### config.mk
export PLATFORM = sky130hd
export DESIGN_NAME = accel_sensor_init_read_sequencer_flat
export DESIGN_NICKNAME = d
export VERILOG_FILES = /design/src/sv/asirs_pkg.sv /design/src/sv/asirs_req_if.sv /design/src/sv/asirs_rsp_if.sv /design/src/sv/asirs_csr.sv /design/src/sv/accel_sensor_init_read_sequencer.sv /design/src/flat_wrapper.sv
export SDC_FILE = /design/constraint.sdc
export NUM_CORES = 1
export LEC_CHECK = 0
export BUFFER_PORTS_ARGS = -buffer_cell sky130_fd_sc_hd__buf_2
export CORE_MARGIN = 2
export CORE_UTILIZATION = 59
export CTS_BUF_LIST = sky130_fd_sc_hd__clkbuf_16
export DETAILED_ROUTE_END_ITERATION = 8
export PLACE_DENSITY = 0.8
export SYNTH_ARGS = -nofsm -noshare
export SYNTH_HDL_FRONTEND = slang
export SYNTH_SLANG_ARGS = --single-unit
### constraint.sdc
create_clock -name clock -period 6.8 [get_ports clock]
set_input_delay 1.02 -clock clock [delete_from_list [all_inputs] [get_ports clock]]
set_output_delay 1.02 -clock clock [all_outputs]
set_load 0.01 [all_outputs]
### src/sv/asirs_pkg.sv
`timescale 1ns / 1ps
package asirs_pkg;

   localparam int CSR_INDEX_W = 3;
   localparam int CSR_DATA_W  = 16;

   localparam logic [CSR_INDEX_W-1:0] CSR_EXPECTED_CHIP_ID      = 3'd0;
   localparam logic [CSR_INDEX_W-1:0] CSR_RANGE_VALUE           = 3'd1;
   localparam logic [CSR_INDEX_W-1:0] CSR_CONF_VALUE            = 3'd2;
   localparam logic [CSR_INDEX_W-1:0] CSR_CHIP_ID_MAX_ATTEMPTS  = 3'd3;
   localparam logic [CSR_INDEX_W-1:0] CSR_CHIP_ID_RETRY_WAIT_MS = 3'd4;
   localparam logic [CSR_INDEX_W-1:0] CSR_VERIFY_MAX_ATTEMPTS   = 3'd5;
   localparam logic [CSR_INDEX_W-1:0] CSR_VERIFY_RETRY_WAIT_MS  = 3'd6;
   localparam logic [CSR_INDEX_W-1:0] CSR_POWER_UP_SETTLE_MS    = 3'd7;

   localparam logic [7:0]  RST_EXPECTED_CHIP_ID      = 8'd30;
   localparam logic [7:0]  RST_RANGE_VALUE           = 8'd1;
   localparam logic [7:0]  RST_CONF_VALUE            = 8'd168;
   localparam logic [7:0]  RST_CHIP_ID_MAX_ATTEMPTS  = 8'd5;
   localparam logic [15:0] RST_CHIP_ID_RETRY_WAIT_MS = 16'd10;
   localparam logic [7:0]  RST_VERIFY_MAX_ATTEMPTS   = 8'd5;
   localparam logic [15:0] RST_VERIFY_RETRY_WAIT_MS  = 16'd5;
   localparam logic [15:0] RST_POWER_UP_SETTLE_MS    = 16'd1;

   localparam logic [1:0] CMD_RESTART = 2'd0;
   localparam logic [1:0] CMD_TICK    = 2'd1;
   localparam logic [1:0] CMD_START   = 2'd2;
   localparam logic [1:0] CMD_POLL    = 2'd3;

   localparam logic [1:0] LINK_OK   = 2'd0;
   localparam logic [1:0] LINK_BUSY = 2'd1;

   localparam logic [1:0] MODE_INIT  = 2'd0;
   localparam logic [1:0] MODE_READY = 2'd1;
   localparam logic [1:0] MODE_ERROR = 2'd2;

   localparam logic [3:0] ST_CHIP_ID  = 4'd0;
   localparam logic [3:0] ST_PWR_CONF = 4'd1;
   localparam logic [3:0] ST_PWR_CTRL = 4'd2;
   localparam logic [3:0] ST_RANGE    = 4'd3;
   localparam logic [3:0] ST_CONF     = 4'd4;
   localparam logic [3:0] ST_INT_IO   = 4'd5;
   localparam logic [3:0] ST_INT_MAP  = 4'd6;
   localparam logic [3:0] ST_VER_CORE = 4'd7;
   localparam logic [3:0] ST_VER_IO   = 4'd8;
   localparam logic [3:0] ST_VER_MAP  = 4'd9;
   localparam logic [3:0] ST_DATA     = 4'd10;

   localparam logic [7:0] RD_FLAG      = 8'h80;
   localparam logic [7:0] REG_CHIP_ID  = 8'h00;
   localparam logic [7:0] REG_DATA     = 8'h12;
   localparam logic [7:0] REG_CONF     = 8'h40;
   localparam logic [7:0] REG_RANGE    = 8'h41;
   localparam logic [7:0] REG_INT_IO   = 8'h53;
   localparam logic [7:0] REG_INT_MAP  = 8'h58;
   localparam logic [7:0] REG_PWR_CONF = 8'h7C;
   localparam logic [7:0] REG_PWR_CTRL = 8'h7D;

   localparam logic [7:0] VAL_PWR_ACTIVE = 8'h00;
   localparam logic [7:0] VAL_ACC_ON     = 8'h04;
   localparam logic [7:0] VAL_INT_IO     = 8'h08;
   localparam logic [7:0] VAL_INT_MAP    = 8'h04;

   localparam logic [15:0] WAIT_NONE     = 16'd0;
   localparam logic [15:0] WAIT_PWR_CONF = 16'd1;
   localparam logic [15:0] WAIT_PWR_CTRL = 16'd50;
   localparam logic [15:0] WAIT_CFG      = 16'd1;
   localparam logic [15:0] WAIT_VERIFY   = 16'd5;

   typedef struct packed {
      logic [7:0]  expected_chip_id;
      logic [7:0]  range_value;
      logic [7:0]  conf_value;
      logic [7:0]  chip_id_max_attempts;
      logic [15:0] chip_id_retry_wait_ms;
      logic [7:0]  verify_max_attempts;
      logic [15:0] verify_retry_wait_ms;
      logic [15:0] power_up_settle_ms;
   } cfg_type;

   typedef struct packed {
      logic [7:0] addr;
      logic [7:0] data;
      logic [3:0] len;
   } xfer_type;

   function automatic xfer_type xfer_for_step(input logic [3:0] step,
                                              input logic [7:0] range_value,
                                              input logic [7:0] conf_value);
      xfer_type x;
      x = '{addr: RD_FLAG | REG_DATA, data: 8'h00, len: 4'd8};
      unique case (step)
         ST_CHIP_ID:  x = '{addr: RD_FLAG | REG_CHIP_ID, data: 8'h00, len: 4'd3};
         ST_PWR_CONF: x = '{addr: REG_PWR_CONF, data: VAL_PWR_ACTIVE, len: 4'd2};
         ST_PWR_CTRL: x = '{addr: REG_PWR_CTRL, data: VAL_ACC_ON, len: 4'd2};
         ST_RANGE:    x = '{addr: REG_RANGE, data: range_value, len: 4'd2};
         ST_CONF:     x = '{addr: REG_CONF, data: conf_value, len: 4'd2};
         ST_INT_IO:   x = '{addr: REG_INT_IO, data: VAL_INT_IO, len: 4'd2};
         ST_INT_MAP:  x = '{addr: REG_INT_MAP, data: VAL_INT_MAP, len: 4'd2};
         ST_VER_CORE: x = '{addr: RD_FLAG | REG_CONF, data: 8'h00, len: 4'd4};
         ST_VER_IO:   x = '{addr: RD_FLAG | REG_INT_IO, data: 8'h00, len: 4'd3};
         ST_VER_MAP:  x = '{addr: RD_FLAG | REG_INT_MAP, data: 8'h00, len: 4'd3};
         default:     x = '{addr: RD_FLAG | REG_DATA, data: 8'h00, len: 4'd8};
      endcase
      return x;
   endfunction

endpackage

### src/sv/asirs_req_if.sv
`timescale 1ns / 1ps
interface asirs_req_if;
   logic        valid;
   logic        ready;
   logic [1:0]  command;
   logic [1:0]  link_status;
   logic [47:0] rx_payload;

   modport source (output valid, output command, output link_status,
                   output rx_payload, input ready);
   modport sink   (input valid, input command, input link_status,
                   input rx_payload, output ready);
endinterface

### src/sv/asirs_rsp_if.sv
`timescale 1ns / 1ps
interface asirs_rsp_if;
   logic               valid;
   logic               ready;
   logic [1:0]         run_state;
   logic               transfer_started;
   logic [7:0]         tx_address;
   logic [7:0]         tx_data;
   logic [3:0]         transfer_length;
   logic               sample_valid;
   logic signed [15:0] accel_x;
   logic signed [15:0] accel_y;
   logic signed [15:0] accel_z;
   logic [31:0]        read_count;
   logic [31:0]        error_count;

   modport source (output valid, output run_state, output transfer_started,
                   output tx_address, output tx_data, output transfer_length,
                   output sample_valid, output accel_x, output accel_y,
                   output accel_z, output read_count, output error_count,
                   input ready);
   modport sink   (input valid, input run_state, input transfer_started,
                   input tx_address, input tx_data, input transfer_length,
                   input sample_valid, input accel_x, input accel_y,
                   input accel_z, input read_count, input error_count,
                   output ready);
endinterface

### src/sv/asirs_csr.sv
`timescale 1ns / 1ps
module asirs_csr
   import asirs_pkg::*;
(
   input  logic                   clock,
   input  logic                   reset,
   input  logic                   csr_we,
   input  logic [CSR_INDEX_W-1:0] csr_index,
   input  logic [CSR_DATA_W-1:0]  csr_wdata,
   output cfg_type                cfg
);

   cfg_type cfg_ff;
   cfg_type cfg_in;

   always_comb begin
      cfg_in = cfg_ff;
      if (csr_we) begin
         unique case (csr_index)
            CSR_EXPECTED_CHIP_ID:      cfg_in.expected_chip_id      = csr_wdata[7:0];
            CSR_RANGE_VALUE:           cfg_in.range_value           = csr_wdata[7:0];
            CSR_CONF_VALUE:            cfg_in.conf_value            = csr_wdata[7:0];
            CSR_CHIP_ID_MAX_ATTEMPTS:  cfg_in.chip_id_max_attempts  = csr_wdata[7:0];
            CSR_CHIP_ID_RETRY_WAIT_MS: cfg_in.chip_id_retry_wait_ms = csr_wdata;
            CSR_VERIFY_MAX_ATTEMPTS:   cfg_in.verify_max_attempts   = csr_wdata[7:0];
            CSR_VERIFY_RETRY_WAIT_MS:  cfg_in.verify_retry_wait_ms  = csr_wdata;
            CSR_POWER_UP_SETTLE_MS:    cfg_in.power_up_settle_ms    = csr_wdata;
            default:                   cfg_in = cfg_ff;
         endcase
      end
   end

   always_ff @(posedge clock) begin
      if (reset) begin
         cfg_ff <= '{expected_chip_id:      RST_EXPECTED_CHIP_ID,
                     range_value:           RST_RANGE_VALUE,
                     conf_value:            RST_CONF_VALUE,
                     chip_id_max_attempts:  RST_CHIP_ID_MAX_ATTEMPTS,
                     chip_id_retry_wait_ms: RST_CHIP_ID_RETRY_WAIT_MS,
                     verify_max_attempts:   RST_VERIFY_MAX_ATTEMPTS,
                     verify_retry_wait_ms:  RST_VERIFY_RETRY_WAIT_MS,
                     power_up_settle_ms:    RST_POWER_UP_SETTLE_MS};
      end else begin
         cfg_ff <= cfg_in;
      end
   end

   assign cfg = cfg_ff;

endmodule

### src/sv/accel_sensor_init_read_sequencer.sv
`timescale 1ns / 1ps
// Accelerometer bring-up and sampling sequencer. Each request carries one
// command (restart, millisecond tick, try to start a link transfer, or poll
// the running transfer) and yields exactly one response in the cycle after it is
// accepted: the run state, the transfer to launch if one was started, the
// latest sample and the read and error counters. A request is taken in every
// cycle while the response register is empty or being drained; the rate is
// set by the single next-state decision that sits between the request port
// and the response register. Configuration writes take effect in the next cycle;
// the user must make them only while no request is in flight, unchecked by the block.
module accel_sensor_init_read_sequencer
   import asirs_pkg::*;
#(
   parameter int COUNTER_WIDTH = 32
) (
   input  logic                   clock,
   input  logic                   reset,
   input  logic                   csr_we,
   input  logic [CSR_INDEX_W-1:0] csr_index,
   input  logic [CSR_DATA_W-1:0]  csr_wdata,
   asirs_req_if.sink              req,
   asirs_rsp_if.source            rsp
);

   cfg_type cfg;

   asirs_csr u_csr (
      .clock     (clock),
      .reset     (reset),
      .csr_we    (csr_we),
      .csr_index (csr_index),
      .csr_wdata (csr_wdata),
      .cfg       (cfg)
   );

   logic [1:0]               mode_ff, mode_in;
   logic [3:0]               step_ff, step_in;
   logic [15:0]              wait_ff, wait_in;
   logic [15:0]              elapsed_ff, elapsed_in;
   logic                     busy_ff, busy_in;
   logic                     have_ff, have_in;
   logic [47:0]              sample_ff, sample_in;
   logic [COUNTER_WIDTH-1:0] reads_ff, reads_in;
   logic [COUNTER_WIDTH-1:0] errors_ff, errors_in;
   logic [7:0]               id_tries_ff, id_tries_in;
   logic [7:0]               ver_tries_ff, ver_tries_in;

   logic                     rsp_valid_ff;
   logic                     started_ff, started_in;
   xfer_type                 xfer_ff;
   logic [1:0]               run_state_ff;
   logic                     sample_valid_ff;
   logic [47:0]              sample_out_ff;
   logic [COUNTER_WIDTH-1:0] reads_out_ff;
   logic [COUNTER_WIDTH-1:0] errors_out_ff;

   logic     accept;
   logic     live;
   logic     wait_done;
   xfer_type xfer;
   logic [7:0] b2, b3;
   logic [7:0] id_next, ver_next;
   logic     do_fail, ver_bad;

   assign req.ready = !rsp_valid_ff || rsp.ready;
   assign accept    = req.valid && req.ready;

   assign live      = (mode_ff == MODE_INIT) || (mode_ff == MODE_READY);
   assign wait_done = elapsed_ff >= wait_ff;
   assign xfer      = xfer_for_step(step_ff, cfg.range_value, cfg.conf_value);
   assign b2        = req.rx_payload[7:0];
   assign b3        = req.rx_payload[15:8];
   assign id_next   = id_tries_ff + 8'd1;
   assign ver_next  = ver_tries_ff + 8'd1;

   always_comb begin
      mode_in      = mode_ff;
      step_in      = step_ff;
      wait_in      = wait_ff;
      elapsed_in   = elapsed_ff;
      busy_in      = busy_ff;
      have_in      = have_ff;
      sample_in    = sample_ff;
      reads_in     = reads_ff;
      errors_in    = errors_ff;
      id_tries_in  = id_tries_ff;
      ver_tries_in = ver_tries_ff;
      started_in   = 1'b0;
      do_fail      = 1'b0;
      ver_bad      = 1'b0;

      unique case (req.command)
         CMD_RESTART: begin
            mode_in      = MODE_INIT;
            step_in      = ST_CHIP_ID;
            wait_in      = cfg.power_up_settle_ms;
            elapsed_in   = '0;
            busy_in      = 1'b0;
            have_in      = 1'b0;
            sample_in    = '0;
            reads_in     = '0;
            errors_in    = '0;
            id_tries_in  = '0;
            ver_tries_in = '0;
         end
         CMD_TICK: begin
            if (elapsed_ff != 16'hFFFF) begin
               elapsed_in = elapsed_ff + 16'd1;
            end
         end
         CMD_START: begin
            if (live && !busy_ff && wait_done) begin
               if (req.link_status == LINK_OK) begin
                  busy_in    = 1'b1;
                  started_in = 1'b1;
               end else if (req.link_status != LINK_BUSY) begin
                  do_fail = 1'b1;
               end
            end
         end
         CMD_POLL: begin
            if (live && busy_ff) begin
               if (req.link_status == LINK_OK) begin
                  busy_in    = 1'b0;
                  elapsed_in = '0;
                  unique case (step_ff)
                     ST_CHIP_ID: begin
                        if (b2 != cfg.expected_chip_id) begin
                           id_tries_in = id_next;
                           if (id_next < cfg.chip_id_max_attempts) begin
                              wait_in = cfg.chip_id_retry_wait_ms;
                           end else begin
                              elapsed_in = elapsed_ff;
                              do_fail    = 1'b1;
                           end
                        end else begin
                           id_tries_in = '0;
                           step_in     = ST_PWR_CONF;
                           wait_in     = WAIT_NONE;
                        end
                     end
                     ST_PWR_CONF: begin
                        step_in = ST_PWR_CTRL;
                        wait_in = WAIT_PWR_CONF;
                     end
                     ST_PWR_CTRL: begin
                        step_in = ST_RANGE;
                        wait_in = WAIT_PWR_CTRL;
                     end
                     ST_RANGE: begin
                        step_in = ST_CONF;
                        wait_in = WAIT_CFG;
                     end
                     ST_CONF: begin
                        step_in = ST_INT_IO;
                        wait_in = WAIT_CFG;
                     end
                     ST_INT_IO: begin
                        step_in = ST_INT_MAP;
                        wait_in = WAIT_CFG;
                     end
                     ST_INT_MAP: begin
                        step_in = ST_VER_CORE;
                        wait_in = WAIT_VERIFY;
                     end
                     ST_VER_CORE: begin
                        if (b2 != cfg.conf_value || b3 != cfg.range_value) begin
                           ver_bad = 1'b1;
                        end else begin
                           step_in = ST_VER_IO;
                           wait_in = WAIT_NONE;
                        end
                     end
                     ST_VER_IO: begin
                        if (b2 != VAL_INT_IO) begin
                           ver_bad = 1'b1;
                        end else begin
                           step_in = ST_VER_MAP;
                           wait_in = WAIT_NONE;
                        end
                     end
                     ST_VER_MAP: begin
                        if (b2 != VAL_INT_MAP) begin
                           ver_bad = 1'b1;
                        end else begin
                           ver_tries_in = '0;
                           mode_in      = MODE_READY;
                           have_in      = 1'b0;
                           step_in      = ST_DATA;
                           wait_in      = WAIT_NONE;
                        end
                     end
                     default: begin
                        elapsed_in = elapsed_ff;
                        sample_in  = req.rx_payload;
                        have_in    = 1'b1;
                        reads_in   = reads_ff + COUNTER_WIDTH'(1);
                     end
                  endcase
                  if (ver_bad) begin
                     ver_tries_in = ver_next;
                     if (ver_next < cfg.verify_max_attempts) begin
                        wait_in = cfg.verify_retry_wait_ms;
                     end else begin
                        elapsed_in = elapsed_ff;
                        do_fail    = 1'b1;
                     end
                  end
               end else if (req.link_status != LINK_BUSY) begin
                  do_fail = 1'b1;
               end
            end
         end
         default: begin
            mode_in = mode_ff;
         end
      endcase

      if (do_fail) begin
         errors_in = errors_ff + COUNTER_WIDTH'(1);
         mode_in   = MODE_ERROR;
         busy_in   = 1'b0;
      end
   end

   always_ff @(posedge clock) begin
      if (reset) begin
         mode_ff      <= MODE_INIT;
         step_ff      <= ST_CHIP_ID;
         wait_ff      <= RST_POWER_UP_SETTLE_MS;
         elapsed_ff   <= '0;
         busy_ff      <= 1'b0;
         have_ff      <= 1'b0;
         sample_ff    <= '0;
         reads_ff     <= '0;
         errors_ff    <= '0;
         id_tries_ff  <= '0;
         ver_tries_ff <= '0;
         rsp_valid_ff <= 1'b0;
      end else begin
         if (accept) begin
            mode_ff      <= mode_in;
            step_ff      <= step_in;
            wait_ff      <= wait_in;
            elapsed_ff   <= elapsed_in;
            busy_ff      <= busy_in;
            have_ff      <= have_in;
            sample_ff    <= sample_in;
            reads_ff     <= reads_in;
            errors_ff    <= errors_in;
            id_tries_ff  <= id_tries_in;
            ver_tries_ff <= ver_tries_in;
            rsp_valid_ff <= 1'b1;
         end else if (rsp.ready) begin
            rsp_valid_ff <= 1'b0;
         end
      end
   end

   always_ff @(posedge clock) begin
      if (accept) begin
         started_ff      <= started_in;
         xfer_ff         <= started_in ? xfer : '0;
         run_state_ff    <= mode_in;
         sample_valid_ff <= have_in;
         sample_out_ff   <= have_in ? sample_in : '0;
         reads_out_ff    <= reads_in;
         errors_out_ff   <= errors_in;
      end
   end

   assign rsp.valid            = rsp_valid_ff;
   assign rsp.run_state        = run_state_ff;
   assign rsp.transfer_started = started_ff;
   assign rsp.tx_address       = xfer_ff.addr;
   assign rsp.tx_data          = xfer_ff.data;
   assign rsp.transfer_length  = xfer_ff.len;
   assign rsp.sample_valid     = sample_valid_ff;
   assign rsp.accel_x          = sample_out_ff[15:0];
   assign rsp.accel_y          = sample_out_ff[31:16];
   assign rsp.accel_z          = sample_out_ff[47:32];

   generate
      if (COUNTER_WIDTH >= 32) begin : g_cnt_wide
         assign rsp.read_count  = reads_out_ff[31:0];
         assign rsp.error_count = errors_out_ff[31:0];
      end else begin : g_cnt_narrow
         assign rsp.read_count  = 32'(reads_out_ff);
         assign rsp.error_count = 32'(errors_out_ff);
      end
   endgenerate

endmodule
### src/flat_wrapper.sv
// flat-port wrapper written by rule: the top's interface ports become plain ports
module accel_sensor_init_read_sequencer_flat import asirs_pkg::*;
#(
   parameter int COUNTER_WIDTH = 32
)
  (clock, reset, csr_we, csr_index, csr_wdata, req_valid, req_command, req_link_status, req_rx_payload, req_ready, rsp_valid, rsp_run_state, rsp_transfer_started, rsp_tx_address, rsp_tx_data, rsp_transfer_length, rsp_sample_valid, rsp_accel_x, rsp_accel_y, rsp_accel_z, rsp_read_count, rsp_error_count, rsp_ready);
  asirs_req_if req_i ();
  asirs_rsp_if rsp_i ();
  input  logic clock;
  input  logic reset;
  input  logic csr_we;
  input  logic [CSR_INDEX_W-1:0] csr_index;
  input  logic [CSR_DATA_W-1:0] csr_wdata;
  input wire logic [$bits(req_i.valid)-1:0] req_valid;
  input wire logic [$bits(req_i.command)-1:0] req_command;
  input wire logic [$bits(req_i.link_status)-1:0] req_link_status;
  input wire logic [$bits(req_i.rx_payload)-1:0] req_rx_payload;
  output wire logic [$bits(req_i.ready)-1:0] req_ready;
  output wire logic [$bits(rsp_i.valid)-1:0] rsp_valid;
  output wire logic [$bits(rsp_i.run_state)-1:0] rsp_run_state;
  output wire logic [$bits(rsp_i.transfer_started)-1:0] rsp_transfer_started;
  output wire logic [$bits(rsp_i.tx_address)-1:0] rsp_tx_address;
  output wire logic [$bits(rsp_i.tx_data)-1:0] rsp_tx_data;
  output wire logic [$bits(rsp_i.transfer_length)-1:0] rsp_transfer_length;
  output wire logic [$bits(rsp_i.sample_valid)-1:0] rsp_sample_valid;
  output wire logic [$bits(rsp_i.accel_x)-1:0] rsp_accel_x;
  output wire logic [$bits(rsp_i.accel_y)-1:0] rsp_accel_y;
  output wire logic [$bits(rsp_i.accel_z)-1:0] rsp_accel_z;
  output wire logic [$bits(rsp_i.read_count)-1:0] rsp_read_count;
  output wire logic [$bits(rsp_i.error_count)-1:0] rsp_error_count;
  input wire logic [$bits(rsp_i.ready)-1:0] rsp_ready;
  assign req_i.valid = req_valid;
  assign req_i.command = req_command;
  assign req_i.link_status = req_link_status;
  assign req_i.rx_payload = req_rx_payload;
  assign req_ready = req_i.ready;
  assign rsp_valid = rsp_i.valid;
  assign rsp_run_state = rsp_i.run_state;
  assign rsp_transfer_started = rsp_i.transfer_started;
  assign rsp_tx_address = rsp_i.tx_address;
  assign rsp_tx_data = rsp_i.tx_data;
  assign rsp_transfer_length = rsp_i.transfer_length;
  assign rsp_sample_valid = rsp_i.sample_valid;
  assign rsp_accel_x = rsp_i.accel_x;
  assign rsp_accel_y = rsp_i.accel_y;
  assign rsp_accel_z = rsp_i.accel_z;
  assign rsp_read_count = rsp_i.read_count;
  assign rsp_error_count = rsp_i.error_count;
  assign rsp_i.ready = rsp_ready;
  accel_sensor_init_read_sequencer #(.COUNTER_WIDTH(COUNTER_WIDTH)) u_core (.clock(clock), .reset(reset), .csr_we(csr_we), .csr_index(csr_index), .csr_wdata(csr_wdata), .req(req_i), .rsp(rsp_i));
endmodule
==> results.sh <==
export IMPL_status="finished, final reports clean"
export IMPL_synth_seq_cells=392
export IMPL_die_y_microns=182
export IMPL_cp_arrival_ns=4.92
export IMPL_grt_max_degree=106
export IMPL_dieArea_sq_um=33200
export IMPL_setup_tns_ns=0
export IMPL_synth_compound_area_share_pct=19.4
export IMPL_synth_main_ff_cell="dfxtp_1"
export IMPL_antenna_found_initial=2
export IMPL_grt_pass1_vias=15500
export IMPL_fin_hold_ws_ns=0.451
export IMPL_first_pass_iters=8
export IMPL_clock_skew_final_ns=0.0247
export IMPL_ys_seq_area_share_pct=49.1
export IMPL_finalWeightedCongestion=0.897
export IMPL_yosys_area_top_type="dfxtp_1"
export IMPL_fmax_ghz=0.222
export IMPL_synthSimpleGateAreaFrac_pct=20.1
export IMPL_regToRegStartpoint="u_core.ver_tries_ff[2]"
export IMPL_setup_viol=0
export IMPL_cts_path_max_buffers=3
export IMPL_cts_hold_fix_buffers=0
export IMPL_rsz0062_at_grt="false"
export IMPL_nFillCells=2484
export IMPL_synth_xor_area_share_pct=3.18
export IMPL_cp_end_kind="flip-flop"
export IMPL_cts_made_buffers=42
export IMPL_num_rows=65
export IMPL_p_leak_nw=7.79
export IMPL_synth_top_family_by_area="simple AND/OR/NAND/NOR gates"
export IMPL_drt_iter0_drc=1902
export IMPL_period_minus_slack_ns=4.50
export IMPL_path_common_cell="and3_1"
export IMPL_grt_pass1_wl_microns=79200
export IMPL_yosys_warnings=0
export IMPL_final_hold_viol_count=0
export IMPL_cts_sinks=392
export IMPL_coreArea_sq_um=31400
export IMPL_worstReg2RegEnd="u_core.errors_ff[3]"
export IMPL_via_per_inst=6.34
export IMPL_min_to="u_core.u_csr.cfg[9]"
export IMPL_cp_cell_sequence="and3_1, and3_1, nand3_1, xnor2_1, ha_1, nand4_1, or2_2, o211ai_1, o311ai_2, a211oi_4, buf_4, nand2_1, o32ai_1"
export IMPL_area_delta_synth_final_pct=13.6
export IMPL_cts_tree="done"
export IMPL_slowest_delay_ns=0.52
export IMPL_yosys_mux_area_fraction_pct=1.12
export IMPL_syn_nets=2187
export IMPL_power_density_nw_per_um2=240
export IMPL_clk_latency_ns=0.55
export IMPL_portBuffers=213
export IMPL_wirelength_microns=49700
export IMPL_worst_slew_pin_slew_ns=1.26
export IMPL_synthArstFlopShare_pct=0
export IMPL_path_max_fanout=59
export IMPL_grtUsageTotal_pct=28.9
export IMPL_cts_setup_buffers=0
export IMPL_max_slew_margin_rel_pct=15.5
export IMPL_clk_pin_slew_ns=0.06
export IMPL_netlist_area_leader_share_pct=27.5
export IMPL_r2r_cells=13
export IMPL_ios=214
export IMPL_netlist_top_cells_area="dfxtp_1, edfxtp_1, nand2_1"
export IMPL_start_util_pct=59.7
export IMPL_drive_gt1_share_pct=14.7
export IMPL_h_tree_depth=2
export IMPL_drc=0
export IMPL_synth_edf_count=135
export IMPL_wl_per_cell_microns=18.9
export IMPL_crit_slowest_cell="buf_4"
export IMPL_min_path_cells=2
export IMPL_vias=16700
export IMPL_ant_nets=0
export IMPL_hold_class="reg2reg"
export IMPL_fin_nets=2306
export IMPL_cp_required_ns=7.21
export IMPL_crit_type="reg2reg"
export IMPL_yosysUniqueCellTypes=81
export IMPL_synth_area_per_cell_sq_um=9.04
export IMPL_gr_total_overflow=0
export IMPL_synthAdderAreaFrac_pct=2.60
export IMPL_syn_instance_count=2072
export IMPL_ir_drop_mv=0.182
export IMPL_rrSetupSlack_ns=2.30
export IMPL_cts_resized=0
export IMPL_die_w_microns=182
export IMPL_syn_area_sq_um=18700
export IMPL_slew_violations=0
export IMPL_hold_start="u_core.u_csr.cfg[9]"
export IMPL_cap_violations=0
export IMPL_fin_crit_sh_pct=66.2
export IMPL_start_kind="flip-flop"
export IMPL_dp_hpwl_microns=32400
export IMPL_root_buffer="clkbuf_16"
## cells by family after synthesis
group	Yosys count
adders and majority gates	39
xor gates and xnor gates	68
AOI/OAI and AO/OA	546
DFF	392
muxes	21
buffers and inverters	217
and+or+nand+nor	789
## through the flow
stage	power [mW]	utilization [%]	area (sq um)	setup slack (ns)	instances
4_1_cts	5.13	67.8	21300	2.43	2627
6_report	5.11	67.8	21300	2.30	2630
3_5_place_dp	2.91	63.4	19900	2.45	2549
5_1_grt	5.26	67.8	21300	2.00	2629
3_3_place_gp	2.90	63.4	19900	2.61	2549
2_1_floorplan	2.76	-	18700	0.611	2072
## worst max-delay path: cells and delay by family (launching register included)
kind / cells / cell delay [ns]
AO/OA/AOI/OAI: 4 / 1.37
XOR/XNOR: 1 / 0.17
adder cells (fa/ha/maj): 1 / 0.33
buffers and inverters: 1 / 0.52
flip-flops: 1 / 0.40
AND/OR/NAND/NOR: 6 / 1.59
## where the power goes
part           internal (mW)  total [mW]  switching (mW)
Combinational          0.102       0.361           0.260
Clock                   1.32        2.25           0.934
Sequential              2.48        2.50          0.0247
Total                   3.89        5.11            1.22
## cell type report
cell class / count / area (sq um) / share of cell area [%]
timing repair buffer: 234 / 1230 / 5.78
clock inverter: 36 / 304 / 1.43
tap: 402 / 503 / 2.36
antenna: 3 / 7.51 / 0.0353
sequential: 392 / 9200 / 43.2
inverter: 58 / 223 / 1.05
multi-input combinational: 1463 / 8760 / 41.2
clock buffer: 42 / 1050 / 4.94
## worst max-delay path by stage
stage	from	endpoint	slack, ns
2_1_floorplan	rsp_ready	u_core.busy_ff	0.61
3_3_place_gp	req_command[0]	u_core.sample_ff[11]	2.61
3_5_place_dp	u_core.ver_tries_ff[2]	u_core.errors_ff[3]	2.45
4_1_cts	u_core.ver_tries_ff[2]	u_core.errors_ff[3]	2.43
5_1_grt	u_core.ver_tries_ff[2]	u_core.errors_ff[3]	2.00
6_report	u_core.ver_tries_ff[2]	u_core.errors_ff[3]	2.30
## per-layer routing
| layer | global-route usage (%) | part of all wire [%] | vias up | routed length, microns |
|---|---|---|---|---|
| li1 | - | - | 7800 | - |
| met4 | 11.8 | 3.8 | 0 | 1880 |
| met3 | 4.11 | 7.8 | 143 | 3860 |
| met5 | 0 | 0 | - | 0 |
| met1 | 39.2 | 42 | 7929 | 20800 |
| met2 | 47.0 | 47 | 791 | 23100 |
## state kept, by name (all words and copies together) (netlist names), 2 cells and up
signal,cells
u_core.rsp.run_state,2
u_core.sample_out_ff,48
u_core.wait_ff,16
u_core.rsp.tx_address,7
u_core.rsp.read_count,32
u_core.step_ff,4
u_core.errors_ff,32
u_core.sample_ff,48
u_core.rsp.tx_data,8
u_core.rsp.transfer_length,4
u_core.rsp.error_count,32
u_core.elapsed_ff,16
u_core.mode_ff,2
u_core.id_tries_ff,8
u_core.u_csr.cfg,88
u_core.ver_tries_ff,8
u_core.reads_ff,32
## placed cells by master (no fill, tap or decap), drive strengths merged, types with 9 or more instances in the layout
cell / count
a21oi: 165
ha: 39
nor3: 32
dfxtp: 257
o21ai: 71
a22oi: 79
xor2: 37
and2: 13
nor4: 16
or3: 11
xnor2: 31
buf: 234
nand3b: 9
nand2: 275
clkbuf: 42
nor2: 240
inv: 68
nand2b: 14
o31ai: 18
a211oi: 25
nand3: 53
and4: 20
a31oi: 44
and3: 27
mux2i: 21
a21o: 16
edfxtp: 135
a32oi: 33
clkinv: 20
o211ai: 11
nor2b: 11
a222oi: 11
o32ai: 15
nand4: 28
## Yosys cell counts (39+ instances only)
library cell and count:
o21ai_0 67, nand3_1 53, nor2_1 237, a31oi_1 43, nand2_1 275, a22oi_1 79, ha_1 39, inv_1 57
clkbuf_1 130, edfxtp_1 135, dfxtp_1 257, a21oi_1 165
Power figures use the tool's default switching activity.
